==> src/lifn_pkg.sv <==
// ----------------------------------------------------------------------------
// lifn_pkg
// shared types and constants for the integrate-and-fire neuron with a
// delayed synaptic event queue
// ----------------------------------------------------------------------------
package lifn_pkg;

   localparam int QUEUE_DEPTH_DEF   = 16;
   localparam int SYNAPSE_COUNT_DEF = 256;

   localparam int MEM_W   = 32;
   localparam int LEAK_W  = 17;
   localparam int REFR_W  = 16;
   localparam int TIME_W  = 32;
   localparam int IDX_W   = 8;
   localparam int WGT_W   = 24;
   localparam int DLY_W   = 16;
   localparam int CMD_W   = 2;
   localparam int LEAK_SH = 16;
   localparam int MUL_W   = MEM_W + LEAK_W;

   localparam int REQ_DW  = 80;
   localparam int RSP_DW  = 40;
   localparam int CSR_AW  = 2;
   localparam int CSR_DW  = 32;

   localparam logic [CSR_AW-1:0] CSR_THRESHOLD  = 2'd0;
   localparam logic [CSR_AW-1:0] CSR_LEAK       = 2'd1;
   localparam logic [CSR_AW-1:0] CSR_REFRACTORY = 2'd2;

   localparam logic signed [MEM_W-1:0] LEAK_RESET = 32'sd65536;
   localparam logic [REFR_W-1:0]       REFR_RESET = 16'd100;

   typedef enum logic [CMD_W-1:0] {
      CMD_TICK,
      CMD_SPIKE,
      CMD_LOAD,
      CMD_REINIT
   } cmd_type;

   typedef enum logic {
      ALU_ADD,
      ALU_MUL
   } alu_op_type;

   typedef enum logic [3:0] {
      ST_IDLE,
      ST_TICK_SCAN,
      ST_TICK_SAT,
      ST_TICK_FIRE,
      ST_TICK_MUL,
      ST_TICK_LEAK,
      ST_SPK_RD,
      ST_SPK_ADD,
      ST_SPK_FIND,
      ST_DONE
   } state_type;

endpackage

==> src/lifn_alu.sv <==
// ----------------------------------------------------------------------------
// lifn_alu
// shared arithmetic unit: signed accumulate add or membrane by leak multiply
// ----------------------------------------------------------------------------
module lifn_alu #(
   parameter int ACC_W = 37
) (
   input  lifn_pkg::alu_op_type              op,
   input  logic signed [ACC_W-1:0]           opa,
   input  logic signed [ACC_W-1:0]           opb,
   output logic [lifn_pkg::MUL_W-1:0]        y
);

   import lifn_pkg::*;

   logic signed [ACC_W-1:0] sum;

   assign sum = opa + opb;

   always_comb begin
      case (op)
         ALU_ADD: y = MUL_W'(sum);
         ALU_MUL: y = MUL_W'(opa[MEM_W-1:0]) * MUL_W'(opb[LEAK_W-1:0]);
         default: y = '0;
      endcase
   end

endmodule

==> config.mk <==
export PLATFORM = sky130hd
export DESIGN_NAME = lifn_alu
export DESIGN_NICKNAME = d
export VERILOG_FILES = /design/src/lifn_pkg.sv /design/src/lifn_alu.sv
export SDC_FILE = /design/constraint.sdc
export NUM_CORES = 1
export LEC_CHECK = 0
export BUFFER_PORTS_ARGS = -buffer_cell sky130_fd_sc_hd__buf_2
export CAP_MARGIN = 10
export CORE_MARGIN = 4
export CORE_UTILIZATION = 60
export DETAILED_ROUTE_END_ITERATION = 7
export PLACE_DENSITY = 0.79
export SYNTH_ARGS = -nofsm -noshare
export SYNTH_HDL_FRONTEND = slang
export SYNTH_SLANG_ARGS = --single-unit
==> constraint.sdc <==
create_clock -name vclk -period 10
set_clock_uncertainty 0.1 [all_clocks]
set_input_delay 0.5 -clock vclk [all_inputs]
set_output_delay 0.5 -clock vclk [all_outputs]
set_load 0.01 [all_outputs]
==> results of run 1 <==
==> worst paths after layout <==
kind                     from  endpoint  slack (ps)  depth (start not counted)
worst min-delay path  opb[31]     y[31]        1480                          5
worst max-delay path   opb[6]     y[48]        1870                         24
==> logic make-up after synthesis <==
family,share of synthesized area
AOI/OAI and AO/OA,0.0978
xor gates and xnor gates,0.0314
muxes,0.00212
buffers and inverters,0.131
and+or+nand+nor,0.174
adders and majority gates,0.563
==> through the flow <==
stage	hold slack, ps	instances	area (um2)
2_1_floorplan	1150	2366	19500
3_3_place_gp	1470	2814	20200
3_5_place_dp	1470	2814	20200
4_1_cts	1480	2814	20200
5_1_grt	1520	2815	20200
6_report	1480	2815	20200
==> placed cells by master (no fill, tap or decap), drive strengths merged, types with 3 or more instances in the layout <==
cell and n:
nor2 36, fa 450, buf 125, xor2 28, nand3 18, ha 159
a21o 42, a31oi 9, nor2b 6, a31o 3, a211oi 8, or3 4
a311oi 3, nand4 9, o211ai 17, o21bai 11, nand2b 7, a41oi 4
and2 202, a21oi 86, xnor2 42, nand2 402, nor3 14, inv 564
and3 13, mux2i 3, o21ai 66, o21a 15, o31ai 4
==> layout make-up <==
| cell class | instances | area (um2) |
|---|---|---|
| diodes | 1 | 2.50 |
| fillers | 2689 | 11500 |
| inverters | 564 | 2120 |
| multi-input cells | 1690 | 17000 |
| well taps | 435 | 544 |
| repair buffers | 125 | 628 |
==> metal layers <==
layer	share of wire	GRT usage
met1	0.37	0.372
met2	0.51	0.555
met3	0.071	0.0343
met4	0.053	0.129
met5	0	0
==> flow_metrics.tcl, run 1 <==
set metrics [dict create \
    synth_cell_types 70 \
    worstPathRequired_ps 9400 \
    finalCriticalPeriod_ps 8130 \
    wirelength_um 52700 \
    synth_area_um2 19500 \
    antenna_found_initial 1 \
    endpoint_kind "output pin" \
    fmax_mhz 123 \
    pre_cts_ws_ps 2040 \
    post-cts-setup-buffer-count 0 \
    maxCapViolations 0 \
    antenna_left 0 \
    final_nets 3065 \
    cp_cell_sequence "buf_2, ha_1, fa_1, inv_1, fa_1, fa_1, fa_1, inv_1, fa_1, inv_1, fa_1, inv_1, ha_1, and3_1, nand3_1, a21oi_1, o21ai_2, a41oi_2, a211oi_2, nor3_1, a2111oi_4, xnor2_1, a21o_2, buf_2" \
    netlist_top_cells_count "inv_1 (564), fa_1 (450), nand2_1 (401), and2_1 (201), ha_1 (159)" \
    grt_max_degree 72 \
    place_congestion 0.926 \
    min_path_type "in2out" \
    crit_family "adder cells" \
    viasPerCell 5.66 \
    yosys.area.top_type_share 0.462 \
    syn2layout_area_growth_pct 3.74 \
    grt_pass1_wl_um 87600 \
    cp_common_cell "fa_1" \
    drv_slew 0 \
    drive_gt1_frac 0.0664 \
    cts_hold_buf 0 \
    synth_area_leaders "fa_1 (46%), inv_1 (11%), ha_1 (10%)" \
    first_pass_iters 5 \
    hold_viol_final 0 \
    yosysMostFrequentCell "inv_1" \
    crit_type "in2out" \
    regArea_um2 0 \
    cts_resized 0 \
    fin_crit_sh 0.813 \
    drc 0 \
    die_w_um 188 \
    dp_hpwl_um 42000 \
    post-route-util 0.637 \
    seq_area_frac_synth 0 \
    syn_area_per_cell_um2 8.25 \
    slew_headroom 0.374 \
    syn-instance-count 2366 \
    ioPinCount 124 \
    via_count 15900 \
    synth_nets 3050 \
    crit_path_start_kind "input port" \
    clkbuf_count 0 \
    grt-ovfl-total 0 \
    core-area_um2 31800 \
    critPathMaxFanout 32 \
    cp.arrival_ps 7530 \
    die_h_um 188 \
    wl_per_cell_um 18.7 \
    finalSetupViolations 0 \
    first_global_vias 17400 \
    grt_usage 0.306 \
    rows 65 \
    die-area_um2 35500 \
    slowest_delay_ps 610 \
    initial_core_util 0.614 \
    rsz0062_at_grt "no" \
    drtIter0Drc 1032 \
    tightest_slew_ps 938 \
    status "completed" \
    yosys.area.top_type "fa_1" \
    worst_slack_ps 1870 \
    setup_tns_ps 0 \
    critical-path-slowest-cell "buf_2" \
    seq_cells 0 \
    synthesis.yosys.warnings 0 \
    placement.io_buffers 124 \
    cp.buffers_inverters 6 \
]
Power of run 1 is not shown: default switching activity piles up to over one toggle a cycle in this logic, so the estimate is an artifact.
==> inputs of run 2 (changes only) <==
--- a/config.mk
+++ b/config.mk
@@ -8,9 +8,9 @@
 export BUFFER_PORTS_ARGS = -buffer_cell sky130_fd_sc_hd__buf_2
 export CAP_MARGIN = 10
 export CORE_MARGIN = 4
-export CORE_UTILIZATION = 60
+export CORE_UTILIZATION = 59
 export DETAILED_ROUTE_END_ITERATION = 7
-export PLACE_DENSITY = 0.79
+export PLACE_DENSITY = 0.81
 export SYNTH_ARGS = -nofsm -noshare
 export SYNTH_HDL_FRONTEND = slang
 export SYNTH_SLANG_ARGS = --single-unit
==> constraint.sdc (replaced) <==
create_clock -name vclk -period 7.31
set_clock_uncertainty 0.1 [all_clocks]
set_input_delay 0.3655 -clock vclk [all_inputs]
set_output_delay 0.3655 -clock vclk [all_outputs]
set_load 0.01 [all_outputs]
==> run 2 against run 1 <==
Net effect: utilization is 0.84 points higher; critical path depth up 1; count of clock-buffer cells in the layout did not move; non-clock buffer count rose by 80; hold slack lost 240 ps; sequential share of layout area unchanged; flip-flop and latch count did not move; final cell count up 3.1%; first-iteration DRC count grew 9.3%; critical path type unchanged; largest cell class unchanged; highest routed layer unchanged.
==> flow_metrics.tcl, run 2 (synthesized netlist as in run 1, its figures left out) <==
set metrics [dict create \
    final_nets 3145 \
    maxCapViolations 0 \
    finalSetupViolations 0 \
    die_w_um 190 \
    wl_per_cell_um 18.4 \
    fmax_mhz 140 \
    grt-ovfl-total 0 \
    layout_commonest_cell "inv_1" \
    clkbuf_count 0 \
    crit_path_start_kind "input port" \
    die-area_um2 36100 \
    hp-start "opb[34]" \
    grt_usage 0.309 \
    diodes 0 \
    regArea_um2 0 \
    drc 0 \
    setup_tns_ps 0 \
    crit_start "opa[7]" \
    wirelength_um 53500 \
    layout_common_cells "inv_1 (564), fa_1 (450), nand2_1 (401), and2_1 (201), ha_1 (154)" \
    core-area_um2 32600 \
    initial_core_util 0.598 \
    fin_crit_sh 0.978 \
    grt_pass1_wl_um 89400 \
    grt_util_met2 0.547 \
    via_count 16400 \
    drv_slew 0 \
    worstPathRequired_ps 6840 \
    dp_hpwl_um 46000 \
    seq_cells 0 \
    met1_usage 0.365 \
    grt_max_degree 72 \
    min_path_type "in2out" \
    post-route-util 0.645 \
    grt.met3_usage 0.0336 \
    first_pass_iters 5 \
    ioPinCount 124 \
    antenna_found_initial 0 \
    cts_hold_buf 0 \
    critPathMaxFanout 11 \
    cp.arrival_ps 6690 \
    status "completed" \
    slew_headroom 0.232 \
    hold_viol_final 0 \
    tightest_slew_ps 1140 \
    die_h_um 190 \
    viasPerCell 5.65 \
    multi_input_area_um2 17100 \
    syn2layout_area_growth_pct 7.81 \
    filler_cell_count 2709 \
    first_global_vias 18200 \
    rows 66 \
    crit_type "in2out" \
    finalCriticalPeriod_ps 7150 \
    endpoint_kind "output pin" \
    place_congestion 0.979 \
    placement.io_buffers 124 \
    dp_cells 2899 \
    antenna_left 0 \
    top_usage_layer "met2" \
    drive_gt1_frac 0.102 \
    drtIter0Drc 1128 \
    finalNonFillerCells 2901 \
]
-- run 2: final timing paths --
kind	end	slack, ps	cells past startpoint
max	y[48]	160	25
min	y[35]	1240	5
-- run 2: per-layer routing --
layer | vias up | part of all wire
met1 | 8165 | 0.35
li1 | 7247 | -
met2 | 742 | 0.51
met5 | - | 0
met3 | 235 | 0.063
met4 | 0 | 0.075
-- run 2: metrics by stage --
| step | hold WS (ps) | cell area (um2) | worst slack [ps] |
|---|---|---|---|
| after floorplan | 882 | 19500 | 867 |
| after global placement | 1210 | 20900 | 90.3 |
| after detailed placement | 1220 | 20900 | 26.1 |
| after CTS | 1230 | 20900 | 55.9 |
| after global routing | 1290 | 21000 | -15.2 |
| final | 1240 | 21000 | 158 |
-- run 2: layout make-up --
type / instances / area share
inverter: 564 / 0.101
multi-input combinational: 1690 / 0.811
tap: 442 / 0.0263
timing repair buffer: 205 / 0.0623
-- run 2: worst max-delay path: stages --
cell	delay, ps
clkbuf_4	200
and2_1	210
fa_1	540
inv_1	50
fa_1	500
fa_1	450
fa_1	560
inv_1	50
fa_1	480
inv_1	50
fa_1	490
inv_1	50
ha_1	310
and3_1	240
a31o_2	290
o21ai_4	250
a41oi_2	150
buf_4	180
a211oi_4	260
nor3_1	90
buf_4	150
a2111oi_4	330
xnor2_1	100
a21o_2	200
buf_2	130
-- run 2: repair_timing --
item	CTS	global route
pin swaps	0	10
setup buffers	0	2
endpoints found under the hold margin	0	0
resized for setup	1	45
endpoints found under the setup margin	1	14
Power of run 2 is left out for the same reason.
