File: config.mk
export PLATFORM = sky130hd
export DESIGN_NAME = lifn_ram
export DESIGN_NICKNAME = d
export VERILOG_FILES = /design/src/lifn_ram.sv
export SDC_FILE = /design/constraint.sdc
export NUM_CORES = 1
export LEC_CHECK = 0
export ABC_AREA = 1
export BUFFER_PORTS_ARGS = -buffer_cell sky130_fd_sc_hd__buf_2
export CORE_MARGIN = 2
export CORE_UTILIZATION = 50
export CTS_CLUSTER_SIZE = 40
export DETAILED_ROUTE_END_ITERATION = 8
export GPL_TIMING_DRIVEN = 0
export PLACE_DENSITY = 0.64
export SLEW_MARGIN = 20
export SYNTH_ARGS = -nofsm -noshare
export SYNTH_HDL_FRONTEND = slang
export SYNTH_SLANG_ARGS = --single-unit
File: constraint.sdc
create_clock -name clock -period 2.9 [get_ports clock]
set_input_delay 0.145 -clock clock [delete_from_list [all_inputs] [get_ports clock]]
set_output_delay 0.145 -clock clock [all_outputs]
set_load 0.005 [all_outputs]
File: src/lifn_ram.sv
// ----------------------------------------------------------------------------
// lifn_ram
// generic single-write, single-read memory with registered read data
// ----------------------------------------------------------------------------
module lifn_ram #(
   parameter int WIDTH = 8,
   parameter int DEPTH = 16,
   localparam int AW = (DEPTH > 1) ? $clog2(DEPTH) : 1
) (
   input  logic             clock,
   input  logic             we,
   input  logic [AW-1:0]    waddr,
   input  logic [WIDTH-1:0] wdata,
   input  logic [AW-1:0]    raddr,
   output logic [WIDTH-1:0] rdata
);

   logic [WIDTH-1:0] mem_ff [DEPTH];
   logic [WIDTH-1:0] rdata_ff;

   always_ff @(posedge clock) begin
      if (we) begin
         mem_ff[waddr] <= wdata;
      end
      rdata_ff <= mem_ff[raddr];
   end

   assign rdata = rdata_ff;

endmodule

==> results of run 1 <==
report_power, final:
group / total [W] / switching, W / internal (W) / leakage [nW]
Clock: 0.00221 / 0.000784 / 0.00142 / 0.288
Sequential: 0.00221 / 0.0000109 / 0.00220 / 1.22
Combinational: 0.000281 / 0.000197 / 0.0000841 / 1.39
how the worst max path moves through the flow:
stage / start / endpoint / slack [ns] / depth (start not counted)
2_1_floorplan: waddr[2] / mem_ff[10][0] / 1.80 / 2
3_3_place_gp: waddr[3] / mem_ff[7][7] / 1.28 / 3
3_5_place_dp: waddr[3] / mem_ff[7][1] / 1.24 / 3
4_1_cts: waddr[3] / mem_ff[7][2] / 1.67 / 3
5_1_grt: waddr[1] / mem_ff[12][3] / 1.58 / 4
6_report: waddr[3] / mem_ff[7][5] / 1.67 / 3
cell families after synthesis:
kind of cell	Yosys count
buffers and inverters	126
DFF	136
and+or+nand+nor	289
registers in the layout, summed over array words and instances (netlist names):
signal	flops
rdata	8
mem_ff	128
layout make-up:
type | instances | area (sq um) | share of cell area
inverter | 102 | 383 | 0.0575
buffer | 24 | 166 | 0.0250
tap | 143 | 179 | 0.0268
sequential | 136 | 4000 | 0.601
clock inverter | 14 | 183 | 0.0274
multi-input combinational | 289 | 1210 | 0.182
timing repair buffer | 22 | 110 | 0.0165
clock buffer | 17 | 425 | 0.0638
cell usage after synthesis:
master | instances | share of area
nand2_1 | 173 | 0.11
edfxtp_1 | 128 | 0.67
inv_1 | 100 | 0.065
nand3_1 | 97 | 0.084
nor2_1 | 17 | 0.011
buf_2 | 13 | 0.011
dfxtp_1 | 8 | 0.028
buf_6 | 6 | 0.012
buf_4 | 4 | 0.0052
inv_2 | 2 | 0.0013
nand3b_1 | 2 | 0.0026
buf_1 | 1 | 0.00065
layer usage:
layer,wire length (um),share of wire
met5,0,0
met3,1290,0.096
met4,357,0.027
met2,6040,0.45
met1,5660,0.42
worst max-delay path, delay by kind of cell:
kind / cells / cell delay [ns]
and+or+nand+nor: 2 / 1.01
buffers and inverters: 1 / 0.12
metrics by stage:
stage / instances / instance area, sq um / setup slack (ns) / utilization
after floorplan: 551 / 5770 / 1.80 / -
after global placement: 716 / 6060 / 1.28 / 0.535
after detailed placement: 716 / 6060 / 1.24 / 0.535
after CTS: 747 / 6660 / 1.67 / 0.589
after global routing: 747 / 6660 / 1.58 / 0.589
final: 747 / 6660 / 1.67 / 0.589
placed cells by master (no fill, tap or decap):
cell type   Yosys  layout
clkinv_4        0       1
nand2_1       173     173
inv_1         100     100
buf_1           1       1
clkinvlp_4      0       4
nand3b_1        2       2
buf_6           6       6
clkinv_1        0       1
nor2_1         17      17
buf_2          13      35
nand3_1        97      97
clkbuf_16       0      17
clkinv_2        0       4
dfxtp_1         8       8
bufinv_16       0       4
buf_4           4       4
inv_2           2       2
edfxtp_1      128     128
==> flow_summary_export.csv, run 1 <==
group,metric,value,unit
synthesis,synth_compound_area_frac,0,
worst_hold_path,hold_path_depth,1,
layout,n_fill_cell,948,
setup_path,reg2reg_to,"rdata[7]",
placed_design,gp_congestion,0.903,
clocking,root_buffer,"clkbuf_16",
sta,finalSetupViolCount,0,
synthesis,yosysWarningCount,0,
detailed_routing,wl,13.3,mm
detailed_routing,drcViolationCount,0,
detailed_routing,final_antenna_net_count,0,
clocking,cts_resized,0,
die,die_h,111,um
synthesis,seq_area_frac_synth,0.694,
sta,setup_tns,0,ns
grt,grt_first_pass_wirelength,20.8,mm
setup_path,cp-start-kind,"input pin",
clocking,worstSkewPairLatency,0.42,ns
placed_design,portBuffers,22,
synthesis,synth_xor_area_frac,0,
power_and_ir_drop,power.density,705,nW/um^2
grt,busiest_layer,"met2",
die,rows,39,
synthesis,syn_avg_cell_area,10.5,sq um
clocking,postCtsHoldBufs,0,
sta,max_slew_margin,0.346,
setup_path,path_max_fanout,8,
setup_path,regToRegSetupSlack,1.86,ns
setup_path,cp_slowest_stage_delay,0.75,ns
sta,period_share,0.425,
die,floorplan.initialDensity,0.509,
grt,grtUsageTotal,0.229,
worst_hold_path,whs_endpoint,"mem_ff[10][5]",
synthesis,ys_seq_elements,136,
setup_path,worstSetupEndpointType,"flip-flop",
outcome,status,"finished clean",
layout,syn_to_final_growth,15.6,%
clocking,clockBufferDepth,2,
synthesis,ys_types,12,
clocking,path_clk_slew,0.06,ns
grt,grt_max_degree,17,
clocking,cts_tree,"yes",
synthesis,synthCells,551,
grt,grt_pass1_vias,3695,
die,ios,26,
setup_path,worstPathRequired,2.94,ns
grt,grtUsageMet3,0.0446,
setup_path,cp_slowest_cell,"nor2_1",
die,core,11300,sq um
setup_path,ff2ff_path_depth,6,
sta,worst_slew_pin_slew,0.977,ns
detailed_routing,vias,3822,
setup_path,cp_cell_sequence,"buf_2 -> nand3b_1 -> nor2_1",
sta,whs,0.147,ns
grt,overflow,0,
layout,fin_nets,610,
layout,drive_gt1_frac,0.127,
sta,rsz0062_at_grt,"false",
synthesis,syn_nets,569,
power_and_ir_drop,vdd_drop_max,0.523,mV
sta,fmax,811,MHz
clocking,htreeDepth,4,
detailed_routing,drt_iter0_drc,426,
detailed_routing,routedWlPerCell,17.9,um
synthesis,syn_area,5770,sq um
setup_path,crit_type,"in2reg",
power_and_ir_drop,fin_total_pwr,0.00470,W
layout,diodes,0,
grt,met2_usage,0.343,
die,dieArea,12400,sq um
power_and_ir_drop,p_leak,2.90,nW
clocking,cts_buffers,17,
clocking,cts_post_setup_buffers_inserted,0,
sta,clock_skew,0.00798,ns
worst_hold_path,hp-class,"in2reg",
grt,antenna_found_initial,0,
clocking,clock-sinks,136,
synthesis,synth.area.mux_share,0,
synthesis,synth_top_family_by_area,"simple AND/OR/NAND/NOR gates",
synthesis,synthAdderAreaFrac,0,
synthesis,synth_simple_gate_area_frac,0.210,
sta,finalHoldViolCount,0,
setup_path,r2r-start,"mem_ff[4][7]",
setup_path,crit_arrival,1.27,ns
die,die_w,111,um
detailed_routing,via_per_inst,5.12,
run,maxCapViolCount,0,
worst_hold_path,min_from,"wdata[5]",
sta,final_max_slew_viol_count,0,
placed_design,hpwl,8.64,mm
detailed_routing,firstDrtPassIters,6,
grt,met1_usage,0.327,
sta,period_needed,1.23,ns
Note: power is estimated with default switching activity, not from simulation.
==> run 2, diff against run 1 <==
clock period = 1.2 ns   (was 2.9 ns; I/O delays follow)
==> run 2 against run 1 <==
Compared with the run above:
- sequential power up 140%
- global-route usage unchanged
- clock skew down 0.0012 ns
- worst hold slack worse by 0.090 ns
- combinational power up 140%
- register-to-register slack worse by 1.7 ns
- critical path type unchanged
- critical endpoint unchanged
- largest cell class unchanged
- highest routed layer unchanged
==> flow_summary_export.csv, run 2 (synthesis results as in run 1) <==
group,metric,value,unit
setup_path,worstSetupEndpointType,"flip-flop",
setup_path,crit_type,"in2reg",
layout,largest_reg_flops,128,
sta,fin_ws,0.0596,ns
sta,rsz0062_at_grt,"false",
placed_design,portBuffers,22,
layout,n_fill_cell,947,
clocking,root_buffer,"clkbuf_16",
power_and_ir_drop,clockPowerShare,0.469,
clocking,path_clk_slew,0.06,ns
die,rows,39,
detailed_routing,wl,13.3,mm
power_and_ir_drop,p_leak,2.90,nW
sta,max_slew_margin,0.389,
die,floorplan.initialDensity,0.509,
setup_path,ff2ff_path_depth,6,
power_and_ir_drop,p_sw_frac,0.210,
layout,fin_nets,610,
detailed_routing,routedWlPerCell,17.8,um
detailed_routing,final_antenna_net_count,0,
placed_design,hpwl,8.64,mm
clocking,cts_post_setup_buffers_inserted,0,
sta,finalSetupViolCount,0,
grt,grt_pass1_vias,3695,
placed_design,gp_congestion,0.903,
sta,period_share,0.950,
layout,fin_util,0.589,
clocking,clock-sinks,136,
layout,regArea,4000,sq um
sta,finalHoldViolCount,0,
run,maxCapViolCount,0,
die,die_w,111,um
setup_path,path_max_fanout,8,
clocking,cts_tree,"yes",
layout,final_common_cell,"nand2_1",
power_and_ir_drop,sequentialPowerShare,0.471,
power_and_ir_drop,internal_power,0.00895,W
power_and_ir_drop,p_switching,0.00238,W
grt,grt_first_pass_wirelength,20.8,mm
sta,final_max_slew_viol_count,0,
detailed_routing,drt_iter0_drc,428,
setup_path,cp-start-kind,"input pin",
die,core,11300,sq um
sta,period_needed,1.14,ns
sta,worst_slew_pin_slew,0.913,ns
sta,fmax,877,MHz
power_and_ir_drop,fin_total_pwr,0.0113,W
layout,diodes,0,
sta,setup_tns,0,ns
setup_path,crit_arrival,1.18,ns
detailed_routing,via_per_inst,5.10,
clocking,clockBufferDepth,2,
power_and_ir_drop,power.density,1700,nW/um^2
sta,clock_skew,0.00676,ns
layout,multi_input_area,1220,sq um
worst_hold_path,hp-class,"in2reg",
die,ios,26,
grt,antenna_found_initial,0,
detailed_routing,drcViolationCount,0,
clocking,cts_buffers,17,
layout,top_register,"mem_ff",
sta,whs,0.0570,ns
worst_hold_path,hold_path_depth,1,
clocking,postCtsHoldBufs,0,
layout,layout_common_cells,"nand2_1 (173), edfxtp_1 (128), inv_1 (100)",
grt,grtUsageTotal,0.229,
layout,syn_to_final_growth,15.6,%
grt,overflow,0,
layout,drive_gt1_frac,0.129,
die,dieArea,12400,sq um
clocking,worstSkewPairLatency,0.42,ns
clocking,cts_resized,0,
die,die_h,111,um
setup_path,worstPathRequired,1.24,ns
grt,grt_max_degree,17,
power_and_ir_drop,vdd_drop_max,1.26,mV
outcome,status,"finished clean",
clocking,htreeDepth,4,
placed_design,place_ws,-0.379,ns
detailed_routing,firstDrtPassIters,5,
detailed_routing,vias,3806,
power_and_ir_drop,p_comb_frac,0.060,
## run 2: cell counts in the layout (fill, tap and decap cells not counted)
Identical to the previous run, type by type.
## run 2: area by class of cell
| class | instances | area share |
|---|---|---|
| multi-input combinational | 289 | 0.182 |
| buffer | 24 | 0.0250 |
| timing repair buffer | 22 | 0.0165 |
| clock inverter | 14 | 0.0274 |
| sequential | 136 | 0.601 |
| clock buffer | 17 | 0.0638 |
| tap | 143 | 0.0268 |
| inverter | 102 | 0.0574 |
## run 2: power by group through the flow
stage	Sequential [W]	Clock, W	Combinational, W
after floorplan	0.00544	0	0.000375
after global placement	0.00543	0	0.000659
after detailed placement	0.00544	0	0.000667
after CTS	0.00534	0.00536	0.000675
after global routing	0.00535	0.00554	0.000751
final	0.00534	0.00532	0.000679
## run 2: worst paths after layout
path                 start             to  slack [ns]
max               waddr[3]   mem_ff[7][5]        0.06
min               wdata[5]  mem_ff[10][5]        0.06
max reg2reg   mem_ff[4][3]       rdata[3]        0.18
min reg2reg  mem_ff[12][4]       rdata[4]        0.71
## run 2: worst max-delay path, stage by stage
cell and delay (ns):
buf_2 0.12, nand3b_1 0.26, nor2_1 0.74
## run 2: layer usage
layer  global-route usage  part of all wire
met1                0.327              0.43
met2                0.343              0.46
met3               0.0446             0.087
met4                0.111             0.026
met5                    0                 0
## run 2: through the flow
| stage | cell area (sq um) | instances |
|---|---|---|
| floorplan | 5770 | 551 |
| global placement | 6060 | 716 |
| detailed placement | 6060 | 716 |
| CTS | 6660 | 747 |
| global route | 6670 | 747 |
| finish | 6670 | 747 |
